`src/design/lsvf_pkg.sv`:
```
package lsvf_pkg;

  // Depth of the vote history
  localparam int unsigned MaxWindow = 8;

  // Widths of configuration registers, vote counts and stream words
  localparam int unsigned CfgW   = 4;
  localparam int unsigned CntW   = $clog2(MaxWindow + 1);
  localparam int unsigned CmpW   = (CntW > CfgW) ? CntW : CfgW;
  localparam int unsigned VoteW  = 2;
  localparam int unsigned TdataW = 8;

  // Register reset values
  localparam logic [CfgW-1:0] WindowLenRst     = CfgW'(5);
  localparam logic [CfgW-1:0] MajorityVotesRst = CfgW'(3);
  localparam logic [CfgW-1:0] HoldVotesRst     = CfgW'(2);

  typedef enum logic [VoteW-1:0] {
    LightUnknown = 2'd0,
    LightRed     = 2'd1,
    LightGreen   = 2'd2,
    LightOther   = 2'd3
  } light_e;

  typedef enum logic [1:0] {
    CfgWindowLen     = 2'd0,
    CfgMajorityVotes = 2'd1,
    CfgHoldVotes     = 2'd2
  } cfg_idx_e;

  // Colour tallies over the current window
  typedef struct packed {
    logic [CntW-1:0] red;
    logic [CntW-1:0] green;
  } vote_cnt_t;

endpackage

```
`src/design/lsvf_window.sv`:
```
module lsvf_window import lsvf_pkg::*; (
  input  logic             clk_i,
  input  logic             rst_ni,
  input  logic             shift_i,
  input  logic [VoteW-1:0] vote_i,
  input  logic [CfgW-1:0]  window_len_i,
  output vote_cnt_t        cnt_o
);

  logic [VoteW-1:0] hist_q [MaxWindow];
  logic [VoteW-1:0] hist_d [MaxWindow];
  logic [CntW-1:0]  fill_q, fill_d;
  logic [CmpW-1:0]  win_eff;

  // Shift the newest vote in at the head
  always_comb begin
    hist_d[0] = vote_i;
    for (int i = 1; i < MaxWindow; i++) begin
      hist_d[i] = hist_q[i-1];
    end
  end

  // Count votes since reset, saturating at the history depth
  assign fill_d = (fill_q < CntW'(MaxWindow)) ? fill_q + CntW'(1) : fill_q;

  // Clamp the window length to the legal range and to the votes held
  always_comb begin
    win_eff = CmpW'(window_len_i);
    if (win_eff == '0) begin
      win_eff = CmpW'(1);
    end
    if (win_eff > CmpW'(MaxWindow)) begin
      win_eff = CmpW'(MaxWindow);
    end
    if (win_eff > CmpW'(fill_d)) begin
      win_eff = CmpW'(fill_d);
    end
  end

  // Tally each colour over the newest entries
  always_comb begin
    cnt_o = '0;
    for (int i = 0; i < MaxWindow; i++) begin
      if (CmpW'(i) < win_eff) begin
        if (hist_d[i] == LightRed) begin
          cnt_o.red = cnt_o.red + CntW'(1);
        end else if (hist_d[i] == LightGreen) begin
          cnt_o.green = cnt_o.green + CntW'(1);
        end
      end
    end
  end

  always_ff @(posedge clk_i or negedge rst_ni) begin
    if (!rst_ni) begin
      fill_q <= '0;
      for (int i = 0; i < MaxWindow; i++) begin
        hist_q[i] <= LightUnknown;
      end
    end else if (shift_i) begin
      fill_q <= fill_d;
      for (int i = 0; i < MaxWindow; i++) begin
        hist_q[i] <= hist_d[i];
      end
    end
  end

  fill_bound_a: assert property (@(posedge clk_i) disable iff (!rst_ni)
    fill_q <= CntW'(MaxWindow))
    else $error("fill count beyond history depth");

endmodule

```
`src/design/lsvf_decide.sv`:
```
module lsvf_decide import lsvf_pkg::*; (
  input  logic            clk_i,
  input  logic            rst_ni,
  input  logic            update_i,
  input  vote_cnt_t       cnt_i,
  input  logic [CfgW-1:0] majority_votes_i,
  input  logic [CfgW-1:0] hold_votes_i,
  output light_e          stable_d_o
);

  light_e          stable_q, stable_d;
  logic [CmpW-1:0] red, green, held;

  assign red   = CmpW'(cnt_i.red);
  assign green = CmpW'(cnt_i.green);

  // Switch on a majority with a strict lead, else hold or drop to unknown
  always_comb begin
    stable_d = stable_q;
    case (stable_q)
      LightRed:   held = red;
      LightGreen: held = green;
      default:    held = '0;
    endcase
    if (red >= CmpW'(majority_votes_i) && red > green) begin
      stable_d = LightRed;
    end else if (green >= CmpW'(majority_votes_i) && green > red) begin
      stable_d = LightGreen;
    end else if (held < CmpW'(hold_votes_i)) begin
      stable_d = LightUnknown;
    end
  end

  assign stable_d_o = stable_d;

  always_ff @(posedge clk_i or negedge rst_ni) begin
    if (!rst_ni) begin
      stable_q <= LightUnknown;
    end else if (update_i) begin
      stable_q <= stable_d;
    end
  end

  no_other_a: assert property (@(posedge clk_i) disable iff (!rst_ni)
    stable_q != LightOther)
    else $error("stable colour holds the other class");

endmodule

```
`src/design/light_state_vote_filter.sv`:
```
// Channel   | Direction | Word
// s_axis    | in        | tdata[1:0] light_class, tdata[7:2] unused
// m_axis    | out       | tdata[1:0] stable_state, tdata[7:2] zero
// cfg       | in        | cfg_idx_i 0 window_len, 1 majority_votes, 2 hold_votes
//
// From input word to result word: input register, then one pass through the
// history shift, tally and decision into the result register. One word per
// cycle is sustained while m_axis_tready is high; history and colour update
// in one pass. Reset clears the history, fill count and stable colour. A
// stalled result holds the result register and, one word later, the input.
module light_state_vote_filter import lsvf_pkg::*; (
  input  logic              clk_i,
  input  logic              rst_ni,
  input  logic              s_axis_tvalid,
  output logic              s_axis_tready,
  input  logic [TdataW-1:0] s_axis_tdata,  // [1:0] light_class
  output logic              m_axis_tvalid,
  input  logic              m_axis_tready,
  output logic [TdataW-1:0] m_axis_tdata,  // [1:0] stable_state
  input  logic              cfg_we_i,
  input  logic [1:0]        cfg_idx_i,
  input  logic [CfgW-1:0]   cfg_data_i
);

  logic             in_valid_q;
  logic [VoteW-1:0] in_vote_q;
  logic             out_valid_q;
  light_e           out_state_q;
  logic             advance;
  logic [CfgW-1:0]  window_len_q, majority_votes_q, hold_votes_q;
  vote_cnt_t        cnt;
  light_e           stable_d;

  // Move a word on when the result register is free or being drained
  assign advance       = in_valid_q && (!out_valid_q || m_axis_tready);
  assign s_axis_tready = !in_valid_q || advance;

  // Configuration registers
  always_ff @(posedge clk_i or negedge rst_ni) begin
    if (!rst_ni) begin
      window_len_q     <= WindowLenRst;
      majority_votes_q <= MajorityVotesRst;
      hold_votes_q     <= HoldVotesRst;
    end else if (cfg_we_i) begin
      case (cfg_idx_e'(cfg_idx_i))
        CfgWindowLen:     window_len_q     <= cfg_data_i;
        CfgMajorityVotes: majority_votes_q <= cfg_data_i;
        CfgHoldVotes:     hold_votes_q     <= cfg_data_i;
        default:          ;
      endcase
    end
  end

  // Input register
  always_ff @(posedge clk_i or negedge rst_ni) begin
    if (!rst_ni) begin
      in_valid_q <= 1'b0;
    end else if (s_axis_tready) begin
      in_valid_q <= s_axis_tvalid;
    end
  end

  always_ff @(posedge clk_i) begin
    if (s_axis_tready && s_axis_tvalid) begin
      in_vote_q <= s_axis_tdata[VoteW-1:0];
    end
  end

  lsvf_window u_window (
    .clk_i        (clk_i),
    .rst_ni       (rst_ni),
    .shift_i      (advance),
    .vote_i       (in_vote_q),
    .window_len_i (window_len_q),
    .cnt_o        (cnt)
  );

  lsvf_decide u_decide (
    .clk_i            (clk_i),
    .rst_ni           (rst_ni),
    .update_i         (advance),
    .cnt_i            (cnt),
    .majority_votes_i (majority_votes_q),
    .hold_votes_i     (hold_votes_q),
    .stable_d_o       (stable_d)
  );

  // Result register
  always_ff @(posedge clk_i or negedge rst_ni) begin
    if (!rst_ni) begin
      out_valid_q <= 1'b0;
    end else if (advance) begin
      out_valid_q <= 1'b1;
    end else if (m_axis_tready) begin
      out_valid_q <= 1'b0;
    end
  end

  always_ff @(posedge clk_i) begin
    if (advance) begin
      out_state_q <= stable_d;
    end
  end

  assign m_axis_tvalid = out_valid_q;
  assign m_axis_tdata  = {{(TdataW-VoteW){1'b0}}, out_state_q};

  advance_fills_a: assert property (@(posedge clk_i) disable iff (!rst_ni)
    advance |=> out_valid_q)
    else $error("result register empty after a word moved on");

  held_input_a: assert property (@(posedge clk_i) disable iff (!rst_ni)
    in_valid_q && !advance |=> in_valid_q && $stable(in_vote_q))
    else $error("input register lost a stalled word");

  legal_result_a: assert property (@(posedge clk_i) disable iff (!rst_ni)
    out_valid_q |-> out_state_q != LightOther)
    else $error("result carries the other class");

endmodule
```
`config.mk`:
```
export PLATFORM = sky130hd
export DESIGN_NAME = light_state_vote_filter
export DESIGN_NICKNAME = d
export VERILOG_FILES = /design/src/design/lsvf_pkg.sv /design/src/design/lsvf_window.sv /design/src/design/lsvf_decide.sv /design/src/design/light_state_vote_filter.sv
export SDC_FILE = /design/constraint.sdc
export NUM_CORES = 1
export LEC_CHECK = 0
export ABC_CLOCK_PERIOD_IN_PS = 9300
export CAP_MARGIN = 25
export CORE_UTILIZATION = 60
export CTS_CLUSTER_DIAMETER = 200
export DETAILED_ROUTE_END_ITERATION = 10
export DONT_BUFFER_PORTS = 1
export GPL_TIMING_DRIVEN = 0
export MAX_ROUTING_LAYER = met4
export PLACE_DENSITY = 0.84
export REMOVE_ABC_BUFFERS = 1
export SLEW_MARGIN = 20
export SYNTH_ARGS = -nofsm -noshare
export SYNTH_HDL_FRONTEND = slang
export SYNTH_SLANG_ARGS = --single-unit
export TNS_END_PERCENT = 10
```
`constraint.sdc`:
```
create_clock -name clk_i -period 9.3 [get_ports clk_i]
set_input_delay 0.93 -clock clk_i [delete_from_list [all_inputs] [get_ports clk_i]]
set_output_delay 0.93 -clock clk_i [all_outputs]
set_load 0.1 [all_outputs]
```
# Yosys cells after proc, flatten, opt, wreduce, memory -nomap -nowiden
# Cells that the tools add are included.
[totals]
output_inout_bits = 10
word_cells = 123
regBits = 38
in_bits = 19
[op_classes]
n_eq_ne = 20
n_lt_le_gt_ge = 16
mux = 42
n_addsub = 15
n_reduce_logical = 14
[ops]
columns = ["op", "count"]
rows = [
  ["$mux W4", 26],
  ["$mux W8", 8],
  ["$add A4 B1 Y4 const B", 15],
  ["$eq A2 B1 Y1 const B", 10],
  ["$eq A2 B2 Y1 const B", 10],
  ["$lt A3 B4 Y1 const A", 4],
  ["$gt A4 B4 Y1", 3],
  ["$ge A4 B4 Y1", 2],
  ["$lt A1 B4 Y1 const A", 2],
  ["$lt A2 B4 Y1 const A", 2],
  ["$pmux W4 S2", 1],
  ["$mux W2", 3],
  ["$reduce_and A2 Y1", 3],
  ["$gt A4 B4 Y1 const B", 1],
  ["$logic_and A1 B1 Y1", 4],
  ["$logic_not A4 Y1", 1],
  ["$lt A4 B4 Y1", 1],
  ["$lt A4 B4 Y1 const B", 1],
  ["$mux W1", 4],
  ["$logic_not A1 Y1", 2],
  ["$logic_not A2 Y1", 1],
  ["$logic_or A1 B1 Y1", 2],
  ["$reduce_bool A2 Y1", 1],
]

# Longest topological paths before layout
[logic_depth]
word_depth = 41
mapped_depth = 37

# Cells and area by module
# Synthesis repeated with hierarchy kept, for this count alone.
[hier_totals]
cells_unflattened = 411
hier_area_um2 = 3970.1
[modules_own_cells]
columns = ["module", "seq_area_each_um2", "instances", "cells_each", "area_per_inst_um2"]
rows = [
  ["lsvf_window", 450.4, 1, 290, 2661.3],
  ["light_state_vote_filter", 476.7, 1, 46, 733.2],
  ["lsvf_decide", 50.0, 1, 75, 575.6],
]

# Worst setup path after synthesis
# OpenSTA, ideal clock, no wires.
[synth_path]
kind = "reg2reg"
startpoint = "register u_window.fill_q[1]"
endpoint = "register out_state_q[1], data pin"
path_buffers = 1
arrival_time_ns = 7.247
required_time_ns = 9.044
setup_ns = 0.256
slack_ns = 1.797
period_less_slack_ns = 7.503
path_stages_with_launch = 37
path_cell_list = "dfrtp_1 ha_1 nor2b_1 xnor2_1 ha_1 and4_4 buf_6 a21oi_1 and4_1 nor2b_1 ha_1 nand2_1 a211oi_2 a31oi_4 inv_1 ha_1 mux2i_1 xnor2_1 mux2_2 ha_1 nand2b_1 a32oi_1 xor2_1 mux2i_1 ha_1 mux2_2 ha_1 mux2_2 a22oi_1 nor2_1 ha_1 nor2b_1 o21ai_0 nand2b_1 a21oi_1 o21ai_1 a31o_2"
[synth_between]
elab_chain_len = 39
elab_cells_between_ends = 67
classes_between = "15 x add/sub; 15 x order compare; 35 x mux; 2 x reduce/logical"
[synth_rtl]
columns = ["item", "line", "rtl"]
rows = [
  ["start, declared", "lsvf_window.sv:12", "logic [CntW-1:0] fill_q, fill_d;"],
  ["start signal, assigned", "lsvf_window.sv:61", "fill_q <= fill_d;"],
  ["$add A4 B1 Y4 or $lt A4 B4 Y1 (tied branches)", "lsvf_window.sv:24", "assign fill_d = (fill_q < CntW'(MaxWindow)) ? fill_q + CntW'(1) : fill_q;"],
  ["$mux W4 *", "lsvf_window.sv:24", ""],
  ["$gt A4 B4 Y1", "lsvf_window.sv:35", "if (win_eff > CmpW'(fill_d)) begin"],
  ["$mux W4 *", "lsvf_window.sv:35", ""],
  ["$lt A1 B4 Y1", "lsvf_window.sv:44", "if (CmpW'(i) < win_eff) begin"],
  ["$mux W8", "lsvf_window.sv:44", ""],
  ["$add A4 B1 Y4", "lsvf_window.sv:48", "cnt_o.green = cnt_o.green + CntW'(1);"],
  ["$mux W4", "lsvf_window.sv:47", "end else if (hist_d[i] == LightGreen) begin"],
  ["(+24 left out)", "n/a", ""],
  ["$mux W4", "lsvf_window.sv:45", "if (hist_d[i] == LightRed) begin"],
  ["$mux W8 *", "lsvf_window.sv:44", ""],
  ["$pmux W4 S2", "lsvf_decide.sv:20", "case (stable_q)"],
  ["$lt A4 B4 Y1", "lsvf_decide.sv:29", "end else if (held < CmpW'(hold_votes_i)) begin"],
  ["$mux W2", "lsvf_decide.sv:29", ""],
  ["$mux W2", "lsvf_decide.sv:27", "end else if (green >= CmpW'(majority_votes_i) && green > red) begin"],
  ["$mux W2 *", "lsvf_decide.sv:25", "if (red >= CmpW'(majority_votes_i) && red > green) begin"],
  ["named net stable_d[1]", "light_state_vote_filter.sv:32", "light_e stable_d;"],
  ["end signal, assigned", "light_state_vote_filter.sv:101", "out_state_q <= stable_d;"],
  ["end, declared", "light_state_vote_filter.sv:28", "light_e out_state_q;"],
]
# The timed path passes the listed nets; every way through them passes the cells marked *.
# A chain may end at the register's enable or synchronous reset.

# Final worst setup path
[layout_path]
startpoint = "register u_window.fill_q[0]"
endpoint = "register out_state_q[1], data pin"
# Same word-level chain as after synthesis.

==> flow_metrics.tcl <==
set metrics [dict create \
    peakVddDrop_mv 0.1965 \
    avgSynthCellArea_sq_um 8.911 \
    hold_violations 0 \
    setup_viol 0 \
    max_stage_delay_ns 0.54 \
    combPwrFrac_pct 61.0 \
    fin_util_pct 64.20 \
    antenna_found_initial 0 \
    critical_path_required_ns 9.36 \
    grt_max_degree 35 \
    post_cts_buffers 0 \
    yosys.cell_types.count 79 \
    cts-resized-gates 0 \
    critPathTopFamily "compound AO/OA/AOI/OAI gates" \
    drv_slew 0 \
    row_count 29 \
    die_area_sq_um 6892 \
    drt-total-wl_microns 7999 \
    start_kind "flip-flop" \
    clock_latency_ns 0.30 \
    root_buffer "clkbuf_8" \
    final_nets 489 \
    dr.pass1.iters 4 \
    p_leak_nw 1.818 \
    slew_headroom_pct 26.81 \
    routabilityCongestion 1.020 \
    cp_num_buf_inv 1 \
    grt-ovfl-total 0 \
    period_needed_ns 8.545 \
    max_slew.worst_pin.slew_ns 1.095 \
    drt-initial-drc-count 161 \
    crit_arrival_ns 8.60 \
    seq_power_share_pct 25.6 \
    vias_per_cell 6.072 \
    dpl.hpwl_microns 6352 \
    clkTransAtPathRegs_ns 0.08 \
    cts_made_buffers 5 \
    skew_ns 0.01181 \
    drive_gt1_share_pct 13.76 \
    max_freq_ghz 0.1170 \
    crit_path_end_kind "flip-flop" \
    start_util_pct 62.03 \
    cts_tree "built" \
    synth_warnings 0 \
    grt_use_total_pct 24.75 \
    htreeDepth 2 \
    cts_num_sinks 38 \
    crit_top_cell "ha_1" \
    synthesis.area_sq_um 3939 \
    clockPowerShare_pct 13.5 \
    status "completed" \
    synth-seq-cells 38 \
    tns_ns 0 \
    vias 3115 \
    critPathSlowestCell "a21oi_1" \
    cp_max_fo 8 \
    die_y_microns 83.02 \
    areaGrowthSynthToFinish_pct 3.494 \
    num_antenna_cells 0 \
    critical_path_class "flip-flop to flip-flop" \
    drc 0 \
    wire_per_inst_microns 15.59 \
    ys.flop_type "dfrtp_1" \
    grt_first_pass_wirelength_microns 13590 \
    maxCapViolCount 0 \
    synth_edf_count 4 \
    clockBufferDepth 2 \
    power.density_nw_per_um2 260.3 \
    postCtsHoldBufs 0 \
    hold_path.class "input port to asynchronous set/reset pin" \
    rsz0062_at_grt "false" \
    switchingPower_mw 0.4762 \
    timing.final.crit_share_pct 91.88 \
    postRouteAntennaNets 0 \
    ys_seq_area_share_pct 24.81 \
    p_int_mw 0.5851 \
    core-area_sq_um 6350 \
    die_w_microns 83.02 \
    swShare_pct 44.87 \
    portBuffers 0 \
    async_flop_share_pct 89.47 \
    boundaryPins 29 \
    synthCells 442 \
    grt_pass1_vias 2998 \
]
==> worst paths after layout <==
kind                            slack (ns)             endpoint  cells past startpoint          startpoint
max in group asynchronous             8.79      window_len_q[0]                      0              rst_ni
worst max register to register        0.76       out_state_q[1]                     35  u_window.fill_q[0]
worst min-delay path                  0.32   u_window.hist_d[7]                      0              rst_ni
min in group clk_i                    0.48  u_window.hist_d[13]                      2        in_vote_q[1]
worst max-delay path                  0.76       out_state_q[1]                     35  u_window.fill_q[0]
worst min register to register        0.48  u_window.hist_d[13]                      2        in_vote_q[1]
==> cell families after synthesis <==
logic type	synth area share, %
adder cells (fa/ha/maj)	11.12
AO/OA/AOI/OAI	18.17
other	0.09521
buffers and inverters	5.654
multiplexers	8.196
AND/OR/NAND/NOR	22.01
XOR/XNOR	9.943
flip-flops	24.81
==> power groups by stage <==
stage | registers (mW) | clock network, mW | logic, mW
floorplan | 0.264 | 0 | 0.529
global placement | 0.272 | 0 | 0.609
detailed placement | 0.274 | 0 | 0.637
CTS | 0.270 | 0.144 | 0.643
global route | 0.276 | 0.149 | 0.732
finish | 0.271 | 0.143 | 0.647
==> synthesized netlist by cell type, drive strengths merged, types with 5 or more instances <==
| cell | number | area (sq um) |
|---|---|---|
| ha | 35 | 437.9 |
| o21ai | 24 | 131.4 |
| a21o | 5 | 37.54 |
| xnor2 | 23 | 235.2 |
| dfrtp | 29 | 725.7 |
| a21oi | 14 | 73.82 |
| mux2i | 9 | 93.84 |
| and2 | 8 | 52.55 |
| mux2 | 20 | 229.0 |
| nor2 | 17 | 63.81 |
| o211ai | 8 | 65.06 |
| buf | 12 | 80.07 |
| nand2b | 14 | 87.58 |
| nand3b | 6 | 45.04 |
| nand2 | 62 | 232.7 |
| xor2 | 10 | 87.58 |
| dfstp | 5 | 131.4 |
| clkbuf | 7 | 26.28 |
| nor2b | 15 | 93.84 |
| nor3 | 7 | 40.04 |
| nand3 | 6 | 30.03 |
| a2111oi | 5 | 68.82 |
| inv | 31 | 116.4 |
==> placed cells by master, fill, tap and decap left out, types with 8 or more instances in the layout <==
cell type	n
o21ai_0	21
nand2_1	62
mux2_2	19
xor2_1	10
dfrtp_1	29
a21oi_1	13
ha_1	35
xnor2_1	20
mux2i_1	8
inv_1	31
nor2_1	17
nand2b_1	14
nor2b_1	15
==> cell type report <==
| type | count | area (sq um) |
|---|---|---|
| clock buffer | 7 | 86.33 |
| clock inverter | 1 | 30.03 |
| fill | 490 | 2273 |
| inverter | 31 | 116.4 |
| multi-input combinational | 359 | 2770 |
| sequential | 38 | 977.2 |
| tap | 77 | 96.34 |
==> layer usage <==
| layer | GRT usage, % | up-vias | part of all wire [%] | wire length [microns] |
|---|---|---|---|---|
| li1 | - | 1558 | - | - |
| met1 | 33.08 | 1472 | 47 | 3725 |
| met2 | 40.54 | 75 | 47 | 3792 |
| met3 | 2.386 | 10 | 4.5 | 363 |
| met4 | 6.426 | 0 | 1.5 | 117 |
| met5 | - | - | 0 | 0 |
==> stage by stage <==
stage	cells	area (sq um)	hold WS [ns]	setup WS (ns)	power, mW
after floorplan	428	3851	0.4467	1.800	0.7934
after global placement	505	3948	0.4684	1.069	0.8808
after detailed placement	505	3960	0.4772	0.8533	0.9101
after CTS	513	4076	0.3214	0.8112	1.057
after global routing	513	4076	0.3136	0.2007	1.157
final	513	4076	0.3188	0.7551	1.061
==> worst reg2reg max path, delay by kind of cell, from the launching register on <==
family                   cells  cell delay (ns)
multiplexers                 5             1.32
buffers and inverters        1             0.14
adder cells (fa/ha/maj)      8             2.44
flip-flops                   1             0.48
XOR/XNOR                     2             0.21
AND/OR/NAND/NOR              8             1.13
AO/OA/AOI/OAI               11             2.62
==> state kept, by name (all words and copies together) (netlist names) <==
register           cells
in_valid_q             1
majority_votes_q       4
u_window.fill_q        4
m_axis_tvalid          1
out_state_q            2
in_vote_q              2
window_len_q           4
u_decide.stable_q      2
u_window.hist_d       14
hold_votes_q           4
Note: power is estimated with default switching activity, not from simulation.
